===== src/sv/frs_pkg.sv =====
// Shared types, widths and defaults of the flash read request splitter.
// Depends on nothing; used by every module of the block.
package frs_pkg;

  localparam int OFS_W      = 32;
  localparam int REQ_W      = 25;
  localparam int ADDR_W     = 32;
  localparam int SECS_W     = 12;
  localparam int SKIP_W     = 9;
  localparam int DEST_W     = 24;
  localparam int CFG_DATA_W = 32;
  localparam int CFG_IDX_W  = 1;
  localparam int MAX_CMDS   = 18;

  localparam int SECTOR_BYTES_DEF      = 512;
  localparam int BURST_BYTES_DEF       = 1 * 1024 * 1024;
  localparam int MAX_REQUEST_BYTES_DEF = 16 * 1024 * 1024;
  localparam int NOR_BYTES_DEF         = 16 * 1024 * 1024;

  localparam logic [CFG_DATA_W-1:0] DEV_SECTORS_RESET = 32'h0189_3000;

  typedef enum logic [1:0] {
    CMD_NOR    = 2'd0,
    CMD_PART   = 2'd1,
    CMD_DIRECT = 2'd2,
    CMD_ERR    = 2'd3
  } cmd_kind_t;

  typedef enum logic [CFG_IDX_W-1:0] {
    REG_FLASH_IS_EMMC       = 1'b0,
    REG_DEVICE_SECTOR_COUNT = 1'b1
  } cfg_reg_t;

  typedef enum logic [3:0] {
    ST_IDLE,
    ST_CAP,
    ST_DECIDE,
    ST_DIV_OFS,
    ST_HEAD,
    ST_DIV_LEFT,
    ST_COUNT,
    ST_ROUTE,
    ST_EMIT_ERR,
    ST_EMIT_NOR,
    ST_EMIT_HEAD,
    ST_EMIT_BURST,
    ST_EMIT_TAIL
  } state_t;

  typedef enum logic [2:0] {
    EM_NONE,
    EM_ERR,
    EM_NOR,
    EM_HEAD,
    EM_BURST,
    EM_TAIL
  } emit_t;

  typedef enum logic {
    DIV_OFFSET,
    DIV_LEFT
  } div_sel_t;

  typedef struct packed {
    logic [OFS_W-1:0] start_offset;
    logic [REQ_W-1:0] request_bytes;
  } frs_in_t;

  typedef struct packed {
    cmd_kind_t         cmd_kind;
    logic [ADDR_W-1:0] flash_address;
    logic [SECS_W-1:0] sectors_to_read;
    logic [SKIP_W-1:0] skip_bytes;
    logic [REQ_W-1:0]  byte_count;
    logic [DEST_W-1:0] dest_offset;
    logic              last;
  } frs_out_t;

  typedef struct packed {
    logic     load;
    logic     cap_calc;
    logic     div_start;
    div_sel_t div_sel;
    logic     head_calc;
    logic     count_calc;
    emit_t    emit;
  } ctrl_cmd_t;

  typedef struct packed {
    logic emmc;
    logic zero;
    logic oversize;
    logic nor_bad;
    logic cap_bad;
    logic div_done;
    logic has_head;
    logic head_only;
    logic full_zero;
    logic rem_zero;
    logic count_bad;
    logic burst_final;
    logic out_free;
  } ctrl_sts_t;

endpackage


===== src/sv/frs_sec_div.sv =====
// Sector split of a byte address: sector index and offset within the sector, registered.
// Depends on frs_pkg for the address width; the sector size is a power of two.
module frs_sec_div #(
  parameter int SECTOR_BYTES = frs_pkg::SECTOR_BYTES_DEF
) (
  input  logic                            clk,
  input  logic                            rst_n,
  input  logic                            start,
  input  logic [frs_pkg::ADDR_W-1:0]      dividend,
  output logic                            done,
  output logic [frs_pkg::ADDR_W-1:0]      quotient,
  output logic [$clog2(SECTOR_BYTES)-1:0] remainder
);

  localparam int SEC_W = $clog2(SECTOR_BYTES);

  logic                       done_r, done_nxt;
  logic [frs_pkg::ADDR_W-1:0] q_r, q_nxt;
  logic [SEC_W-1:0]           r_r, r_nxt;

  always_comb begin
    done_nxt = start;
    q_nxt    = q_r;
    r_nxt    = r_r;
    if (start) begin
      q_nxt = dividend >> SEC_W;
      r_nxt = dividend[SEC_W-1:0];
    end
  end

  always_ff @(posedge clk) begin
    if (!rst_n) begin
      done_r <= 1'b0;
    end else begin
      done_r <= done_nxt;
    end
    q_r <= q_nxt;
    r_r <= r_nxt;
  end

  assign done      = done_r;
  assign quotient  = q_r;
  assign remainder = r_r;

endmodule


===== src/sv/frs_ctrl.sv =====
// Controller state machine of the flash read request splitter.
// Depends on frs_pkg for the state, command and status types.
module frs_ctrl (
  input  logic               clk,
  input  logic               rst_n,
  input  logic               in_valid,
  output logic               in_stall,
  input  frs_pkg::ctrl_sts_t sts,
  output frs_pkg::ctrl_cmd_t cmd
);

  frs_pkg::state_t state_r, state_nxt;

  assign in_stall = state_r != frs_pkg::ST_IDLE;

  always_comb begin
    state_nxt = state_r;
    unique case (state_r)
      frs_pkg::ST_IDLE: begin
        if (in_valid) state_nxt = frs_pkg::ST_CAP;
      end
      frs_pkg::ST_CAP: begin
        state_nxt = frs_pkg::ST_DECIDE;
      end
      frs_pkg::ST_DECIDE: begin
        if (sts.zero) state_nxt = frs_pkg::ST_IDLE;
        else if (sts.oversize) state_nxt = frs_pkg::ST_EMIT_ERR;
        else if (!sts.emmc) begin
          state_nxt = sts.nor_bad ? frs_pkg::ST_EMIT_ERR : frs_pkg::ST_EMIT_NOR;
        end else begin
          state_nxt = sts.cap_bad ? frs_pkg::ST_EMIT_ERR : frs_pkg::ST_DIV_OFS;
        end
      end
      frs_pkg::ST_DIV_OFS: begin
        if (sts.div_done) state_nxt = frs_pkg::ST_HEAD;
      end
      frs_pkg::ST_HEAD: begin
        state_nxt = frs_pkg::ST_DIV_LEFT;
      end
      frs_pkg::ST_DIV_LEFT: begin
        if (sts.div_done) state_nxt = frs_pkg::ST_COUNT;
      end
      frs_pkg::ST_COUNT: begin
        state_nxt = frs_pkg::ST_ROUTE;
      end
      frs_pkg::ST_ROUTE: begin
        if (sts.count_bad) state_nxt = frs_pkg::ST_EMIT_ERR;
        else if (sts.has_head) state_nxt = frs_pkg::ST_EMIT_HEAD;
        else if (!sts.full_zero) state_nxt = frs_pkg::ST_EMIT_BURST;
        else state_nxt = frs_pkg::ST_EMIT_TAIL;
      end
      frs_pkg::ST_EMIT_ERR, frs_pkg::ST_EMIT_NOR, frs_pkg::ST_EMIT_TAIL: begin
        if (sts.out_free) state_nxt = frs_pkg::ST_IDLE;
      end
      frs_pkg::ST_EMIT_HEAD: begin
        if (sts.out_free) begin
          if (sts.head_only) state_nxt = frs_pkg::ST_IDLE;
          else if (!sts.full_zero) state_nxt = frs_pkg::ST_EMIT_BURST;
          else state_nxt = frs_pkg::ST_EMIT_TAIL;
        end
      end
      frs_pkg::ST_EMIT_BURST: begin
        if (sts.out_free && sts.burst_final) begin
          state_nxt = sts.rem_zero ? frs_pkg::ST_IDLE : frs_pkg::ST_EMIT_TAIL;
        end
      end
      default: state_nxt = frs_pkg::ST_IDLE;
    endcase
  end

  always_comb begin
    cmd = '0;
    cmd.emit = frs_pkg::EM_NONE;
    cmd.div_sel = frs_pkg::DIV_OFFSET;
    unique case (state_r)
      frs_pkg::ST_IDLE:   cmd.load = in_valid;
      frs_pkg::ST_CAP:    cmd.cap_calc = 1'b1;
      frs_pkg::ST_DECIDE: begin
        cmd.div_start = !sts.zero && !sts.oversize && sts.emmc && !sts.cap_bad;
      end
      frs_pkg::ST_DIV_OFS, frs_pkg::ST_DIV_LEFT, frs_pkg::ST_ROUTE: begin
      end
      frs_pkg::ST_HEAD: begin
        cmd.head_calc = 1'b1;
        cmd.div_start = 1'b1;
        cmd.div_sel   = frs_pkg::DIV_LEFT;
      end
      frs_pkg::ST_COUNT: cmd.count_calc = 1'b1;
      frs_pkg::ST_EMIT_ERR: begin
        if (sts.out_free) cmd.emit = frs_pkg::EM_ERR;
      end
      frs_pkg::ST_EMIT_NOR: begin
        if (sts.out_free) cmd.emit = frs_pkg::EM_NOR;
      end
      frs_pkg::ST_EMIT_HEAD: begin
        if (sts.out_free) cmd.emit = frs_pkg::EM_HEAD;
      end
      frs_pkg::ST_EMIT_BURST: begin
        if (sts.out_free) cmd.emit = frs_pkg::EM_BURST;
      end
      frs_pkg::ST_EMIT_TAIL: begin
        if (sts.out_free) cmd.emit = frs_pkg::EM_TAIL;
      end
      default: cmd = '0;
    endcase
  end

  always_ff @(posedge clk) begin
    if (!rst_n) begin
      state_r <= frs_pkg::ST_IDLE;
    end else begin
      state_r <= state_nxt;
    end
  end

endmodule


===== src/sv/frs_datapath.sv =====
// Datapath: configuration registers, range checks, sector walk and output register.
// Depends on frs_pkg and instantiates frs_sec_div.
module frs_datapath #(
  parameter int SECTOR_BYTES      = frs_pkg::SECTOR_BYTES_DEF,
  parameter int BURST_BYTES       = frs_pkg::BURST_BYTES_DEF,
  parameter int MAX_REQUEST_BYTES = frs_pkg::MAX_REQUEST_BYTES_DEF,
  parameter int NOR_BYTES         = frs_pkg::NOR_BYTES_DEF
) (
  input  logic                           clk,
  input  logic                           rst_n,
  input  logic                           cfg_we,
  input  logic [frs_pkg::CFG_IDX_W-1:0]  cfg_index,
  input  logic [frs_pkg::CFG_DATA_W-1:0] cfg_data,
  input  frs_pkg::frs_in_t               in_data,
  input  logic                           out_stall,
  output logic                           out_valid,
  output frs_pkg::frs_out_t              out_data,
  input  frs_pkg::ctrl_cmd_t             cmd,
  output frs_pkg::ctrl_sts_t             sts
);

  localparam int SEC_W  = $clog2(SECTOR_BYTES);
  localparam int SUM_W  = frs_pkg::ADDR_W + 1;
  localparam int CAP_W  = frs_pkg::CFG_DATA_W + SEC_W + 1;
  localparam int REQ_W  = frs_pkg::REQ_W;
  localparam int BS     = (BURST_BYTES % SECTOR_BYTES == 0) ? BURST_BYTES / SECTOR_BYTES : 1;
  localparam logic [31:0] LIM0 = 32'(frs_pkg::MAX_CMDS * BS);
  localparam logic [31:0] LIM1 = 32'((frs_pkg::MAX_CMDS - 1) * BS);
  localparam logic [31:0] LIM2 = 32'((frs_pkg::MAX_CMDS - 2) * BS);

  logic                           emmc_r;
  logic [frs_pkg::CFG_DATA_W-1:0] dev_sectors_r;

  logic [frs_pkg::OFS_W-1:0]  ofs_r;
  logic [REQ_W-1:0]           size_r;
  logic [SUM_W-1:0]           sum_r;
  logic [CAP_W-1:0]           cap_r;
  logic [frs_pkg::ADDR_W-1:0] idx_r, idx_nxt;
  logic [SEC_W-1:0]           skip_r;
  logic                       has_head_r;
  logic [REQ_W-1:0]           head_bytes_r;
  logic [REQ_W-1:0]           left_r;
  logic [REQ_W-1:0]           left_secs_r, left_secs_nxt;
  logic [SEC_W-1:0]           rem_r;
  logic [frs_pkg::DEST_W-1:0] dest_r, dest_nxt;

  logic                       out_valid_r;
  frs_pkg::frs_out_t          out_data_r, out_data_nxt;
  logic                       out_free;
  logic                       out_load;

  logic                       div_done;
  logic [frs_pkg::ADDR_W-1:0] div_q;
  logic [SEC_W-1:0]           div_rem;
  logic [frs_pkg::ADDR_W-1:0] div_dividend;

  logic [SEC_W:0]             room;
  logic [REQ_W-1:0]           part;
  logic                       has_head_c;
  logic [REQ_W-1:0]           left_c;
  logic [REQ_W-1:0]           b_secs;
  logic [REQ_W-1:0]           b_bytes;
  logic                       burst_final;
  logic [31:0]                lim;

  assign room       = (SEC_W+1)'(SECTOR_BYTES) - {1'b0, div_rem};
  assign part       = (REQ_W'(room) < size_r) ? REQ_W'(room) : size_r;
  assign has_head_c = div_rem != '0;
  assign left_c     = has_head_c ? size_r - part : size_r;

  assign div_dividend = (cmd.div_sel == frs_pkg::DIV_LEFT) ?
                        frs_pkg::ADDR_W'(left_c) : ofs_r;

  frs_sec_div #(
    .SECTOR_BYTES(SECTOR_BYTES)
  ) u_div (
    .clk      (clk),
    .rst_n    (rst_n),
    .start    (cmd.div_start),
    .dividend (div_dividend),
    .done     (div_done),
    .quotient (div_q),
    .remainder(div_rem)
  );

  assign burst_final = left_secs_r <= REQ_W'(BS);
  assign b_secs      = burst_final ? left_secs_r : REQ_W'(BS);
  assign b_bytes     = REQ_W'(b_secs * SECTOR_BYTES);

  always_comb begin
    case ({has_head_r, rem_r != '0})
      2'b00:   lim = LIM0;
      2'b11:   lim = LIM2;
      default: lim = LIM1;
    endcase
  end

  assign out_free = !out_valid_r || !out_stall;
  assign out_load = cmd.emit != frs_pkg::EM_NONE;

  always_comb begin
    out_data_nxt          = '0;
    out_data_nxt.cmd_kind = frs_pkg::CMD_ERR;
    idx_nxt               = idx_r;
    dest_nxt              = dest_r;
    left_secs_nxt         = left_secs_r;
    case (cmd.emit)
      frs_pkg::EM_ERR: begin
        out_data_nxt.last = 1'b1;
      end
      frs_pkg::EM_NOR: begin
        out_data_nxt.cmd_kind      = frs_pkg::CMD_NOR;
        out_data_nxt.flash_address = ofs_r;
        out_data_nxt.byte_count    = size_r;
        out_data_nxt.last          = 1'b1;
      end
      frs_pkg::EM_HEAD: begin
        out_data_nxt.cmd_kind        = frs_pkg::CMD_PART;
        out_data_nxt.flash_address   = idx_r;
        out_data_nxt.sectors_to_read = frs_pkg::SECS_W'(1);
        out_data_nxt.skip_bytes      = frs_pkg::SKIP_W'(skip_r);
        out_data_nxt.byte_count      = head_bytes_r;
        out_data_nxt.dest_offset     = dest_r;
        out_data_nxt.last            = left_r == '0;
        idx_nxt  = idx_r + 1'b1;
        dest_nxt = dest_r + frs_pkg::DEST_W'(head_bytes_r);
      end
      frs_pkg::EM_BURST: begin
        out_data_nxt.cmd_kind        = frs_pkg::CMD_DIRECT;
        out_data_nxt.flash_address   = idx_r;
        out_data_nxt.sectors_to_read = frs_pkg::SECS_W'(b_secs);
        out_data_nxt.byte_count      = b_bytes;
        out_data_nxt.dest_offset     = dest_r;
        out_data_nxt.last            = burst_final && (rem_r == '0);
        idx_nxt       = idx_r + frs_pkg::ADDR_W'(b_secs);
        dest_nxt      = dest_r + frs_pkg::DEST_W'(b_bytes);
        left_secs_nxt = left_secs_r - b_secs;
      end
      frs_pkg::EM_TAIL: begin
        out_data_nxt.cmd_kind        = frs_pkg::CMD_PART;
        out_data_nxt.flash_address   = idx_r;
        out_data_nxt.sectors_to_read = frs_pkg::SECS_W'(1);
        out_data_nxt.byte_count      = REQ_W'(rem_r);
        out_data_nxt.dest_offset     = dest_r;
        out_data_nxt.last            = 1'b1;
      end
      default: out_data_nxt.cmd_kind = frs_pkg::CMD_ERR;
    endcase
  end

  always_ff @(posedge clk) begin
    if (!rst_n) begin
      emmc_r        <= 1'b0;
      dev_sectors_r <= frs_pkg::DEV_SECTORS_RESET;
      out_valid_r   <= 1'b0;
    end else begin
      if (cfg_we) begin
        unique case (cfg_index)
          frs_pkg::REG_FLASH_IS_EMMC:       emmc_r <= cfg_data[0];
          frs_pkg::REG_DEVICE_SECTOR_COUNT: dev_sectors_r <= cfg_data;
          default: emmc_r <= emmc_r;
        endcase
      end
      if (out_load) out_valid_r <= 1'b1;
      else if (!out_stall) out_valid_r <= 1'b0;
    end

    if (cmd.load) begin
      ofs_r  <= in_data.start_offset;
      size_r <= in_data.request_bytes;
      dest_r <= '0;
    end else begin
      dest_r <= dest_nxt;
    end
    if (cmd.cap_calc) begin
      sum_r <= SUM_W'(ofs_r) + SUM_W'(size_r);
      cap_r <= CAP_W'(dev_sectors_r) * CAP_W'(SECTOR_BYTES);
    end
    if (cmd.head_calc) begin
      idx_r        <= div_q;
      skip_r       <= div_rem;
      has_head_r   <= has_head_c;
      head_bytes_r <= part;
      left_r       <= left_c;
    end else begin
      idx_r <= idx_nxt;
    end
    if (cmd.count_calc) begin
      left_secs_r <= div_q[REQ_W-1:0];
      rem_r       <= div_rem;
    end else begin
      left_secs_r <= left_secs_nxt;
    end
    if (out_load) out_data_r <= out_data_nxt;
  end

  assign sts.emmc        = emmc_r;
  assign sts.zero        = size_r == '0;
  assign sts.oversize    = size_r > REQ_W'(MAX_REQUEST_BYTES);
  assign sts.nor_bad     = sum_r >= SUM_W'(NOR_BYTES);
  assign sts.cap_bad     = CAP_W'(sum_r) > cap_r;
  assign sts.div_done    = div_done;
  assign sts.has_head    = has_head_r;
  assign sts.head_only   = left_r == '0;
  assign sts.full_zero   = left_secs_r == '0;
  assign sts.rem_zero    = rem_r == '0;
  assign sts.count_bad   = 32'(left_secs_r) > lim;
  assign sts.burst_final = burst_final;
  assign sts.out_free    = out_free;

  assign out_valid = out_valid_r;
  assign out_data  = out_data_r;

endmodule


===== src/sv/flash_read_request_splitter.sv =====
// NOR copies and range errors found at the decision reach the output register after the capture
// and decide states; eMMC commands follow the two sector splits and the command count.
// Throughput: commands leave one per cycle while the output is not stalled; a request is taken
// only while the controller is idle, once the previous request is finished.
// Reset: synchronous, active low; it idles the controller, empties the output register and
// returns the configuration registers to their defaults.
module flash_read_request_splitter #(
  parameter int SECTOR_BYTES      = frs_pkg::SECTOR_BYTES_DEF,
  parameter int BURST_BYTES       = frs_pkg::BURST_BYTES_DEF,
  parameter int MAX_REQUEST_BYTES = frs_pkg::MAX_REQUEST_BYTES_DEF,
  parameter int NOR_BYTES         = frs_pkg::NOR_BYTES_DEF
) (
  input  logic                           clk,
  input  logic                           rst_n,
  input  logic                           in_valid,
  output logic                           in_stall,
  input  frs_pkg::frs_in_t               in_data,
  output logic                           out_valid,
  input  logic                           out_stall,
  output frs_pkg::frs_out_t              out_data,
  input  logic                           cfg_valid,
  output logic                           cfg_ready,
  input  logic [frs_pkg::CFG_IDX_W-1:0]  cfg_index,
  input  logic [frs_pkg::CFG_DATA_W-1:0] cfg_data
);

  frs_pkg::ctrl_cmd_t cmd;
  frs_pkg::ctrl_sts_t sts;

  assign cfg_ready = 1'b1;

  frs_ctrl u_ctrl (
    .clk     (clk),
    .rst_n   (rst_n),
    .in_valid(in_valid),
    .in_stall(in_stall),
    .sts     (sts),
    .cmd     (cmd)
  );

  frs_datapath #(
    .SECTOR_BYTES     (SECTOR_BYTES),
    .BURST_BYTES      (BURST_BYTES),
    .MAX_REQUEST_BYTES(MAX_REQUEST_BYTES),
    .NOR_BYTES        (NOR_BYTES)
  ) u_dp (
    .clk      (clk),
    .rst_n    (rst_n),
    .cfg_we   (cfg_valid && cfg_ready),
    .cfg_index(cfg_index),
    .cfg_data (cfg_data),
    .in_data  (in_data),
    .out_stall(out_stall),
    .out_valid(out_valid),
    .out_data (out_data),
    .cmd      (cmd),
    .sts      (sts)
  );

endmodule


===== config.mk =====
export PLATFORM = sky130hd
export DESIGN_NAME = flash_read_request_splitter
export DESIGN_NICKNAME = d
export VERILOG_FILES = /design/src/sv/frs_pkg.sv /design/src/sv/frs_sec_div.sv /design/src/sv/frs_ctrl.sv /design/src/sv/frs_datapath.sv /design/src/sv/flash_read_request_splitter.sv
export SDC_FILE = /design/constraint.sdc
export NUM_CORES = 1
export LEC_CHECK = 0
export BUFFER_PORTS_ARGS = -buffer_cell sky130_fd_sc_hd__buf_2
export CAP_MARGIN = 20
export CORE_UTILIZATION = 55
export DETAILED_ROUTE_END_ITERATION = 8
export PLACE_DENSITY = 0.87
export SETUP_SLACK_MARGIN = 0.15
export SYNTH_ARGS = -nofsm -noshare
export SYNTH_HDL_FRONTEND = slang
export SYNTH_SLANG_ARGS = --single-unit

===== constraint.sdc =====
create_clock -name clk -period 5.66 [get_ports clk]
set_input_delay 0.566 -clock clk [delete_from_list [all_inputs] [get_ports clk]]
set_output_delay 0.566 -clock clk [all_outputs]
set_load 0.02 [all_outputs]

After elaboration in Yosys (flattened, before gate mapping)
Cells that the tools add are included.
{"block": "totals", "reg_bits": 448, "input_bits": 95, "output_inout_bits": 108, "wordCells": 145}
{"block": "classes", "addsub": 8, "order_cmp": 6, "eq_ne": 25, "n_mux": 45, "bitwise": 1, "n_reduce_logical": 31}
{"op": "case mux 32 bit (2 select lines)", "n": 2}
{"op": "2-to-1 mux 25 bit", "n": 5}
{"op": "case mux 25 bit (4 select lines)", "n": 1}
{"op": "logical NOT 25 bit", "n": 3}
{"op": "2-to-1 mux 4 bit", "n": 14}
{"op": "subtractor 25 bit", "n": 2}
{"op": "adder 24 bit", "n": 2}
{"op": "case mux 24 bit (2 select lines)", "n": 1}
{"op": "2-to-1 mux 23 bit", "n": 2}
{"op": "case mux 4 bit (11 select lines)", "n": 1}
{"op": "greater-than comparator 33 x 41 -> 1 bit", "n": 1}
{"op": "adder 32 x 25 -> 33 bit", "n": 1}
{"op": "greater-or-equal comparator 33 x 25 -> 1 bit (second input constant)", "n": 1}
{"op": "adder 32 x 1 -> 32 bit (second input constant)", "n": 1}
{"op": "adder 32 x 25 -> 32 bit", "n": 1}
{"op": "case mux 13 bit (2 select lines)", "n": 1}
{"op": "greater-than comparator 25 x 16 -> 1 bit", "n": 1}
{"op": "greater-than comparator 25 bit (second input constant)", "n": 1}
{"op": "<= comparator 25 x 12 -> 1 bit (second input constant)", "n": 1}
{"op": "less-than comparator 10 x 25 -> 1 bit", "n": 1}
{"op": "case mux 12 bit (2 select lines)", "n": 1}
{"op": "equality test 4 bit (second input constant)", "n": 5}
{"op": "nonzero test 9 bit", "n": 2}
{"op": "equality test 4 x 3 -> 1 bit (second input constant)", "n": 4}
{"op": "other kinds (30)", "n": 61}

Depth between registers and ports, before layout
Gate-level depths: netlist (run 1).
{"block": "logic_depth", "word_depth": 7, "ltp_mapped": 24, "depth_no_buf": 23}

Cells and area by module
From an unflattened synthesis (run 1), not the netlist that was laid out.
{"block": "unflattened", "hier_cells": 2179, "area_unflattened_um2": 24128.1}
{"mod": "frs_datapath", "n_inst": 1, "cells_each": 2050, "area_each_um2": 22411.5, "seq_area_each_um2": 11761.3}
{"mod": "frs_sec_div", "n_inst": 1, "cells_each": 44, "area_each_um2": 1058.5, "seq_area_each_um2": 980.9}
{"mod": "frs_ctrl", "n_inst": 1, "cells_each": 83, "area_each_um2": 646.9, "seq_area_each_um2": 80.1}
{"mod": "flash_read_request_splitter", "n_inst": 1, "cells_each": 2, "area_each_um2": 11.3, "seq_area_each_um2": 0.0}

Least setup slack after synthesis (run 1)
Ideal clock, no wire load.
{"block": "synth_timing", "path_kind": "flip-flop to flip-flop", "from": "reg u_ctrl.state_r[2]", "to": "reg u_dp.cap_r[10] (enable)", "setup_time_ps": 568, "t_arrival_ps": 5150, "required_time_ps": 5092, "slack_ps": -57, "stages_incl_launch_ff": 4, "path_buffers": 2, "synth_period_minus_slack_ps": 5717, "cell_sequence": "dfxtp_1 > clkbuf_1 > clkbuf_1 > nor3_1"}
{"block": "synth_between", "elab_chain_cells": 2}
{"item": "from (decl)", "line": "frs_ctrl.sv:12", "rtl": "frs_pkg::state_t state_r, state_nxt;"}
{"item": "from (signal assigned)", "line": "frs_ctrl.sv:110", "rtl": "state_r <= frs_pkg::ST_IDLE;"}
{"item": "from (signal assigned)", "line": "frs_ctrl.sv:112", "rtl": "state_r <= state_nxt;"}
{"item": "equality test 4 x 1 -> 1 bit", "line": "frs_ctrl.sv:75", "rtl": "unique case (state_r)"}
{"item": "2-to-1 mux 1 bit", "line": "frs_ctrl.sv:75"}
{"item": "to (signal assigned)", "line": "frs_datapath.sv:177", "rtl": "cap_r <= CAP_W'(dev_sectors_r) * CAP_W'(SECTOR_BYTES);"}
{"item": "to (decl)", "line": "frs_datapath.sv:37", "rtl": "logic [CAP_W-1:0] cap_r;"}
Every way passes these cells.
A chain may end at the register's enable or synchronous reset.

Worst setup path after layout (run 1)
{"block": "layout_timing", "from": "reg u_dp.u_div.r_r[3], in the netlist u_dp.u_div.remainder[3]", "to": "reg u_dp.u_div.q_r, in the netlist u_dp.u_div.quotient[14] (data pin)"}
{"block": "layout_between", "elab_chain_cells": 6, "word_cells_on_any_way": 7, "cone_classes": "add/sub (2); order compare (1); mux (3); reduce/logical (1)"}
{"item": "from (decl)", "line": "frs_sec_div.sv:19", "rtl": "logic [SEC_W-1:0] r_r, r_nxt;"}
{"item": "from (signal assigned)", "line": "frs_sec_div.sv:38", "rtl": "r_r <= r_nxt;"}
{"item": "subtractor 10 x 9 -> 10 bit", "line": "frs_datapath.sv:66", "rtl": "assign room = (SEC_W+1)'(SECTOR_BYTES) - {1'b0, div_rem};"}
{"item": "less-than comparator 10 x 25 -> 1 bit", "line": "frs_datapath.sv:67", "rtl": "assign part = (REQ_W'(room) < size_r) ? REQ_W'(room) : size_r;"}
{"item": "2-to-1 mux 25 bit", "line": "frs_datapath.sv:67"}
{"item": "subtractor 25 bit", "line": "frs_datapath.sv:69", "rtl": "assign left_c = has_head_c ? size_r - part : size_r;"}
{"item": "2-to-1 mux 25 bit (*)", "line": "frs_datapath.sv:69"}
{"item": "via u_dp.left_c[23]", "line": "frs_datapath.sv:60", "rtl": "logic [REQ_W-1:0] left_c;"}
{"item": "2-to-1 mux 25 bit (*)", "line": "frs_datapath.sv:71", "rtl": "assign div_dividend = (cmd.div_sel == frs_pkg::DIV_LEFT) ?"}
{"item": "via u_dp.div_dividend (one bit)", "line": "frs_datapath.sv:55", "rtl": "logic [frs_pkg::ADDR_W-1:0] div_dividend;"}
{"item": "to (signal assigned)", "line": "frs_sec_div.sv:37", "rtl": "q_r <= q_nxt;"}
{"item": "to (decl)", "line": "frs_sec_div.sv:18", "rtl": "logic [frs_pkg::ADDR_W-1:0] q_r, q_nxt;"}
Mark *: on every way through the listed nets, which the timed path passes. The rest lies on a longest branch.

==> impl_metrics.env, run 1 <==
export IMPL_status="complete, no violations"
export IMPL_grt_first_pass_wirelength_mm=95.9
export IMPL_die_area_sq_um=43000
export IMPL_root_buffer="clkbuf_16"
export IMPL_io_pins=203
export IMPL_min_from="in_data[21]"
export IMPL_worst_path_buf_inv=0
export IMPL_pwr_share_comb_pct=22.9
export IMPL_period_needed_ns=5.20
export IMPL_finalMaxSlewViolations=0
export IMPL_layout_commonest_cell="edfxtp_1"
export IMPL_fin_hold_ws_ns=0.138
export IMPL_avgSynthCellArea_sq_um=11.3
export IMPL_antenna_found_initial=2
export IMPL_clockPowerShare_pct=32.0
export IMPL_drv_cap=0
export IMPL_hold_viol_final=0
export IMPL_p_sw_mw=3.26
export IMPL_routed_via_density=6.15
export IMPL_clk_path_buf_depth=3
export IMPL_slowest_delay_ns=0.58
export IMPL_crit_required_ns=6.01
export IMPL_synth_cell_types=89
export IMPL_clock_latency_ns=0.60
export IMPL_drc=0
export IMPL_syn_area_sq_um=23200
export IMPL_ys_ff_latch=448
export IMPL_fin_tns_setup_ns=0
export IMPL_ff2ff_path_depth=17
export IMPL_arrival_ns=5.55
export IMPL_drtAntennaViolNets=0
export IMPL_grt_usage_pct=28.9
export IMPL_finClkSkew_ns=0.0301
export IMPL_intPower_mw=7.13
export IMPL_grt_setup_unrepaired="no"
export IMPL_fin_util_pct=64.9
export IMPL_rows=74
export IMPL_vias=17600
export IMPL_gp_congestion=0.958
export IMPL_wirelength_mm=62.5
export IMPL_critPathLaunchType="register"
export IMPL_crit_family="compound AO/OA/AOI/OAI gates"
export IMPL_async_flop_share_pct=0
export IMPL_hold_path_cell_count=1
export IMPL_grt_pass1_vias=17200
export IMPL_relSlewSlack_pct=29.3
export IMPL_routedWlPerCell_um=21.9
export IMPL_hold_path_end="u_dp.size_r[21]"
export IMPL_ys_seq_area_share_pct=55.3
export IMPL_path_clk_slew_ns=0.07
export IMPL_p_leak_nw=10.6
export IMPL_synth_cells=2046
export IMPL_first_pass_iters=6
export IMPL_dpl_hpwl_mm=44.7
export IMPL_fmax_mhz=192
export IMPL_die_x_um=207
export IMPL_htree_num_levels=2
export IMPL_crit_type="reg2reg"
export IMPL_critPathCaptureType="register"
export IMPL_grt_overflow=0
export IMPL_worst_slew_pin_slew_ns=1.06
export IMPL_synthFlopType="edfxtp_1"
export IMPL_crit_top_cell="ha_1"
export IMPL_grt_start_max_net_pins=69
export IMPL_cts_tree="done"
export IMPL_core_area_sq_um=41200
export IMPL_cts_hold_buffers=0
export IMPL_rrSetupSlack_ns=0.46
export IMPL_critPathSlowestCell="or4_4"
export IMPL_clock_sinks=448
export IMPL_crit_fanout=7
export IMPL_ys_warnings_count=0
export IMPL_pwr_share_seq_pct=45.2
export IMPL_finalSetupViolCount=0
export IMPL_finalNetCount=2520
export IMPL_synth_area_leaders="edfxtp_1 (50%), ha_1 (7.3%), dfxtp_1 (5.4%), nand2_1 (3.8%), xnor2_1 (2.6%)"
export IMPL_drive_gt1_share_pct=16.3
export IMPL_yosysTopAreaCell="edfxtp_1"
export IMPL_powerDensity_nw_per_um2=389
export IMPL_r2r_end="u_dp.u_div.quotient[14]"
export IMPL_numCtsBuffers=47
export IMPL_areaGrowthSynthToFinish_pct=15.3
export IMPL_die_h_um=207
export IMPL_start_util_pct=56.2
export IMPL_drt_iter0_markers=1894
export IMPL_worstReg2RegStart="u_dp.u_div.remainder[3]"
export IMPL_hold_path_class="in2reg"
export IMPL_synth_edff_count=385
export IMPL_path_cells="or4_4 -> nor4_2 -> ha_1 -> ha_1 -> nand3_1 -> o21ai_2 -> mux2i_1 -> ha_1 -> nor2b_1 -> o21ai_0 -> a21oi_1 -> o21ai_1 -> a21oi_1 -> a211o_1 -> nor4_1 -> xor2_1 -> mux2_2"
export IMPL_yosysTopAreaCellShare_pct=49.9
export IMPL_portBuffers=201
export IMPL_irDropWorstVdd_mv=0.280
export IMPL_swShare_pct=31.4
export IMPL_final_cell_mix="edfxtp_1 (385), nand2_1 (234), buf_2 (202)"
export IMPL_post_route_period_util_pct=91.8
[through the flow]
step | area [sq um] | setup WS, ns | power, mW | cells
after global routing | 26700 | 0.155 | 10.8 | 2855
after global placement | 24900 | 0.382 | 6.88 | 2758
after floorplan | 23300 | 0.672 | 6.26 | 2076
final | 26700 | 0.464 | 10.4 | 2857
after CTS | 26500 | 0.186 | 10.3 | 2846
after detailed placement | 24900 | 0.206 | 7.01 | 2758
[worst reg2reg max path, cell delays in order, from the launching register on]
cell	delay (ns)
edfxtp_1	0.46
or4_4	0.58
nor4_2	0.18
ha_1	0.29
ha_1	0.28
nand3_1	0.08
o21ai_2	0.27
mux2i_1	0.44
ha_1	0.30
nor2b_1	0.12
o21ai_0	0.22
a21oi_1	0.13
o21ai_1	0.20
a21oi_1	0.16
a211o_1	0.42
nor4_1	0.37
xor2_1	0.15
mux2_2	0.29
[cells by family (layout without fill, tap and decap cells)]
family	Yosys count	count (layout)	share of synthesized area [%]
flip-flops	448	448	55.3
adder cells (fa/ha/maj)	142	142	7.82
XOR/XNOR	121	121	4.57
multiplexers	28	28	1.32
other	2	34	0.0324
AO/OA/AOI/OAI	496	496	14.6
buffers and inverters	169	416	2.79
AND/OR/NAND/NOR	640	640	13.6
[power by group through the flow]
| stage | sequential (mW) | clock [mW] | combinational [mW] |
|---|---|---|---|
| CTS | 4.67 | 3.35 | 2.32 |
| detailed placement | 4.74 | 0 | 2.28 |
| finish | 4.69 | 3.32 | 2.37 |
| global placement | 4.72 | 0 | 2.17 |
| global route | 4.71 | 3.47 | 2.59 |
| floorplan | 4.65 | 0 | 1.61 |
[worst max-delay path by stage]
stage | start | endpoint | slack, ns | cells after the start
final | u_dp.u_div.remainder[3] | u_dp.u_div.quotient[14] | 0.46 | 17
after global routing | u_dp.u_div.remainder[0] | u_dp.u_div.quotient[5] | 0.16 | 22
after CTS | u_dp.u_div.remainder[3] | u_dp.u_div.quotient[5] | 0.19 | 20
after detailed placement | u_dp.u_div.remainder[3] | u_dp.u_div.quotient[5] | 0.21 | 20
after global placement | u_dp.u_div.remainder[3] | u_dp.u_div.quotient[11] | 0.38 | 20
after floorplan | u_dp.u_div.remainder[3] | u_dp.u_div.quotient[5] | 0.67 | 21
[final cells by class]
class                   instances  area [sq um]
repair buffers                232          1320
well taps                     532           666
clock inverters                36           463
multi-input cells            1459          9890
flip-flops and latches        448         12800
inverters                      96           362
diodes                          2          5.00
fillers                      2956         14500
clock buffers                  52          1190
[state kept, by name, indices dropped and copies added, names as in the netlist, 23 cells and up]
signal,flops
u_dp.u_div.quotient,23
u_dp.dest_r,24
u_dp.ofs_r,32
u_dp.cap_r,32
u_dp.head_bytes_r,25
u_dp.idx_r,32
u_dp.size_r,25
u_dp.left_r,25
u_dp.dev_sectors_r,32
u_dp.out_data,105
u_dp.left_secs_r,25
u_dp.sum_r,33
[per-layer routing]
| metal | routed length (um) | part of all wire (%) | vias up | global-route usage, % |
|---|---|---|---|---|
| li1 | - | - | 8060 | - |
| met5 | 0 | 0 | - | 0 |
| met1 | 24700 | 39 | 8402 | 37.2 |
| met4 | 3250 | 5.2 | 0 | 14.7 |
| met2 | 29200 | 47 | 906 | 47.3 |
| met3 | 5360 | 8.6 | 196 | 4.78 |
[synth_stat cells, types with 6 or more instances]
library cell / count
a211oi_1: 14
a21boi_0: 27
a21o_1: 41
a21oi_1: 113
a221o_1: 12
a222oi_1: 9
a22o_1: 36
a22oi_1: 8
a31oi_1: 15
a41oi_1: 7
and2_1: 52
and3_1: 37
clkbuf_1: 63
dfxtp_1: 63
edfxtp_1: 385
ha_1: 136
inv_1: 94
mux2_2: 21
mux2i_1: 7
nand2_1: 235
nand2b_1: 24
nand3_1: 27
nand4_1: 16
nor2_1: 122
nor2b_1: 17
nor3_1: 36
nor4_1: 27
o211ai_1: 11
o21a_1: 23
o21ai_0: 102
o21ai_1: 6
o21bai_1: 12
o31ai_1: 9
or3_1: 10
or4_1: 8
xnor2_1: 70
xor2_1: 51
[repair_timing]
item | in CTS | in global routing
endpoints found under the setup margin | 0 | 12
buffers inserted | 0 | 3
gates resized for setup | 0 | 9
Note: power is estimated with default switching activity, not from simulation.
==> run 2: changes to the inputs <==
PLACE_DENSITY = 0.77   (was 0.87)
SKIP_CTS_REPAIR_TIMING = 1   (was default)
==> run 2 against run 1 <==
Effect of this change:
- via count down 2.2%
- setup slack improved by 0.0040 ns
- flip-flop and latch count did not move
- count of clock-buffer cells in the layout rose by 4
- critical path depth increased by 3
- die area stayed put
- clock power decreased by 2%
- utilization barely moved
- combinational power about the same
- power is 0.77% lower
- non-clock buffer count grew 6
==> impl_metrics.env, run 2 (synthesis gave the netlist of run 1 again) <==
export IMPL_status="complete, no violations"
export IMPL_cts_tree="done"
export IMPL_placed_area_sq_um=24900
export IMPL_clk_path_buf_depth=3
export IMPL_dp_cells=2763
export IMPL_p_sw_mw=3.19
export IMPL_grt_overflow=0
export IMPL_drc=0
export IMPL_critPathCaptureType="register"
export IMPL_drt_iter0_markers=1280
export IMPL_fin_util_pct=64.9
export IMPL_fin_tns_setup_ns=0
export IMPL_layout_commonest_cell="edfxtp_1"
export IMPL_fmax_mhz=193
export IMPL_core_area_sq_um=41200
export IMPL_cp_depth=20
export IMPL_swShare_pct=31.0
export IMPL_grt_first_pass_wirelength_mm=96.1
export IMPL_numCtsBuffers=47
export IMPL_slowest_delay_ns=0.58
export IMPL_crit_fanout=6
export IMPL_fill_cells=3147
export IMPL_setup_slack_ns=0.468
export IMPL_powerDensity_nw_per_um2=385
export IMPL_worst_path_buf_inv=1
export IMPL_finalNetCount=2526
export IMPL_post_route_period_util_pct=91.7
export IMPL_drtAntennaViolNets=0
export IMPL_clock_sinks=448
export IMPL_irDropWorstVdd_mv=0.302
export IMPL_finalSetupViolCount=0
export IMPL_root_buffer="clkbuf_16"
export IMPL_dpl_hpwl_mm=45.8
export IMPL_crit_type="reg2reg"
export IMPL_hold_viol_final=0
export IMPL_regArea_sq_um=12800
export IMPL_startpoint="u_dp.size_r[12]"
export IMPL_path_cells="or4_4 -> nor2_1 -> nand4b_1 -> nor3_2 -> nand3_1 -> o21ai_4 -> nand2_1 -> o21ai_1 -> ha_1 -> inv_1 -> fa_1 -> a21o_1 -> a21oi_2 -> nand2b_1 -> a21oi_1 -> o31a_1 -> or2_4 -> nor4_2 -> xor2_1 -> mux2_2"
export IMPL_finClkSkew_ns=0.0306
export IMPL_rows=74
export IMPL_worstReg2RegStart="u_dp.size_r[12]"
export IMPL_areaGrowthSynthToFinish_pct=15.3
export IMPL_p_leak_nw=10.6
export IMPL_io_pins=203
export IMPL_worst_slew_pin_slew_ns=1.06
export IMPL_clockPowerShare_pct=31.7
export IMPL_final_cell_mix="edfxtp_1 (385), nand2_1 (233), buf_2 (201)"
export IMPL_gp_congestion=0.977
export IMPL_total_power_mw=10.3
export IMPL_antenna_found_initial=1
export IMPL_portBuffers=201
export IMPL_instances_no_fill=2861
export IMPL_grt_setup_unrepaired="no"
export IMPL_wirelength_mm=62.6
export IMPL_finalMaxSlewViolations=0
export IMPL_relSlewSlack_pct=29.2
export IMPL_vias=17200
export IMPL_hold_path_class="in2reg"
export IMPL_min_from="in_data[30]"
export IMPL_critPathSlowestCell="or4_4"
export IMPL_pwr_share_comb_pct=23.1
export IMPL_dpl_worst_slack_ns=0.127
export IMPL_drive_gt1_share_pct=16.5
export IMPL_start_util_pct=56.2
export IMPL_ff2ff_path_depth=20
export IMPL_routedWlPerCell_um=21.9
export IMPL_crit_family="simple AND/OR/NAND/NOR gates"
export IMPL_htree_num_levels=2
export IMPL_grt_pass1_vias=17000
export IMPL_first_pass_iters=6
export IMPL_routed_via_density=6.01
export IMPL_die_area_sq_um=43000
export IMPL_drv_cap=0
export IMPL_clock_latency_ns=0.60
export IMPL_grt_start_max_net_pins=67
export IMPL_pwr_share_seq_pct=45.2
export IMPL_cp_endpoint="u_dp.u_div.quotient[5]"
export IMPL_fin_area_sq_um=26700
export IMPL_rrSetupSlack_ns=0.47
export IMPL_intPower_mw=7.11
export IMPL_r2r_end="u_dp.u_div.quotient[5]"
export IMPL_multi_input_area_sq_um=9930
export IMPL_largest_reg_flops=105
export IMPL_die_h_um=207
export IMPL_crit_required_ns=6.00
export IMPL_period_needed_ns=5.19
export IMPL_grt_usage_pct=29.1
export IMPL_die_x_um=207
export IMPL_arrival_ns=5.53
export IMPL_fin_hold_ws_ns=0.136
export IMPL_critPathLaunchType="register"
export IMPL_path_clk_slew_ns=0.07
==> run 2: changes by cell type in the layout (fill, tap and decap cells not counted), sizes merged <==
cell,delta
buf,+6
clkbuf,+4
clkinvlp,-2
bufinv,-1
inv,-2
diode,-1
==> run 2: area by class of cell <==
type | instances | share of cell area (%)
flip-flops and latches | 448 | 48.0
diodes | 1 | 0.00936
well taps | 532 | 2.49
multi-input cells | 1459 | 37.1
clock buffers | 56 | 4.64
clock inverters | 31 | 1.44
repair buffers | 238 | 4.95
inverters | 96 | 1.35
==> run 2: worst min path at each step <==
stage	endpoint	slack, ns	cells after the start
floorplan	u_dp.cap_r[10]	0.41	0
global placement	u_dp.cap_r[14]	0.41	0
detailed placement	u_dp.cap_r[15]	0.42	0
CTS	u_dp.ofs_r[5]	0.12	1
global route	u_dp.ofs_r[6]	0.12	1
finish	u_dp.ofs_r[5]	0.14	1
==> run 2: power by group through the flow <==
stage / registers [mW] / clock network, mW / logic, mW
after floorplan: 4.65 / 0 / 1.61
after global routing: 4.69 / 3.42 / 2.63
after detailed placement: 4.71 / 0 / 2.32
final: 4.66 / 3.26 / 2.39
after CTS: 4.65 / 3.30 / 2.35
after global placement: 4.70 / 0 / 2.23
==> run 2: per-layer routing <==
layer	routed length, um	GRT usage [%]	vias up	share of wire (%)
met3	4620	5.76	163	7.4
met5	13	0	-	0.021
met4	3440	15.3	2	5.5
met1	25200	36.7	8284	40
met2	29300	47.6	688	47
li1	-	-	8046	-
==> run 2: worst reg2reg max path: cells and delay by family (launching register included) <==
family | cells | cell delay, ns
buf+inv | 1 | 0.06
mux | 1 | 0.28
simple gates | 9 | 2.16
fa+ha+maj | 2 | 0.61
xor+xnor | 1 | 0.12
compound gates | 6 | 1.17
flops | 1 | 0.52
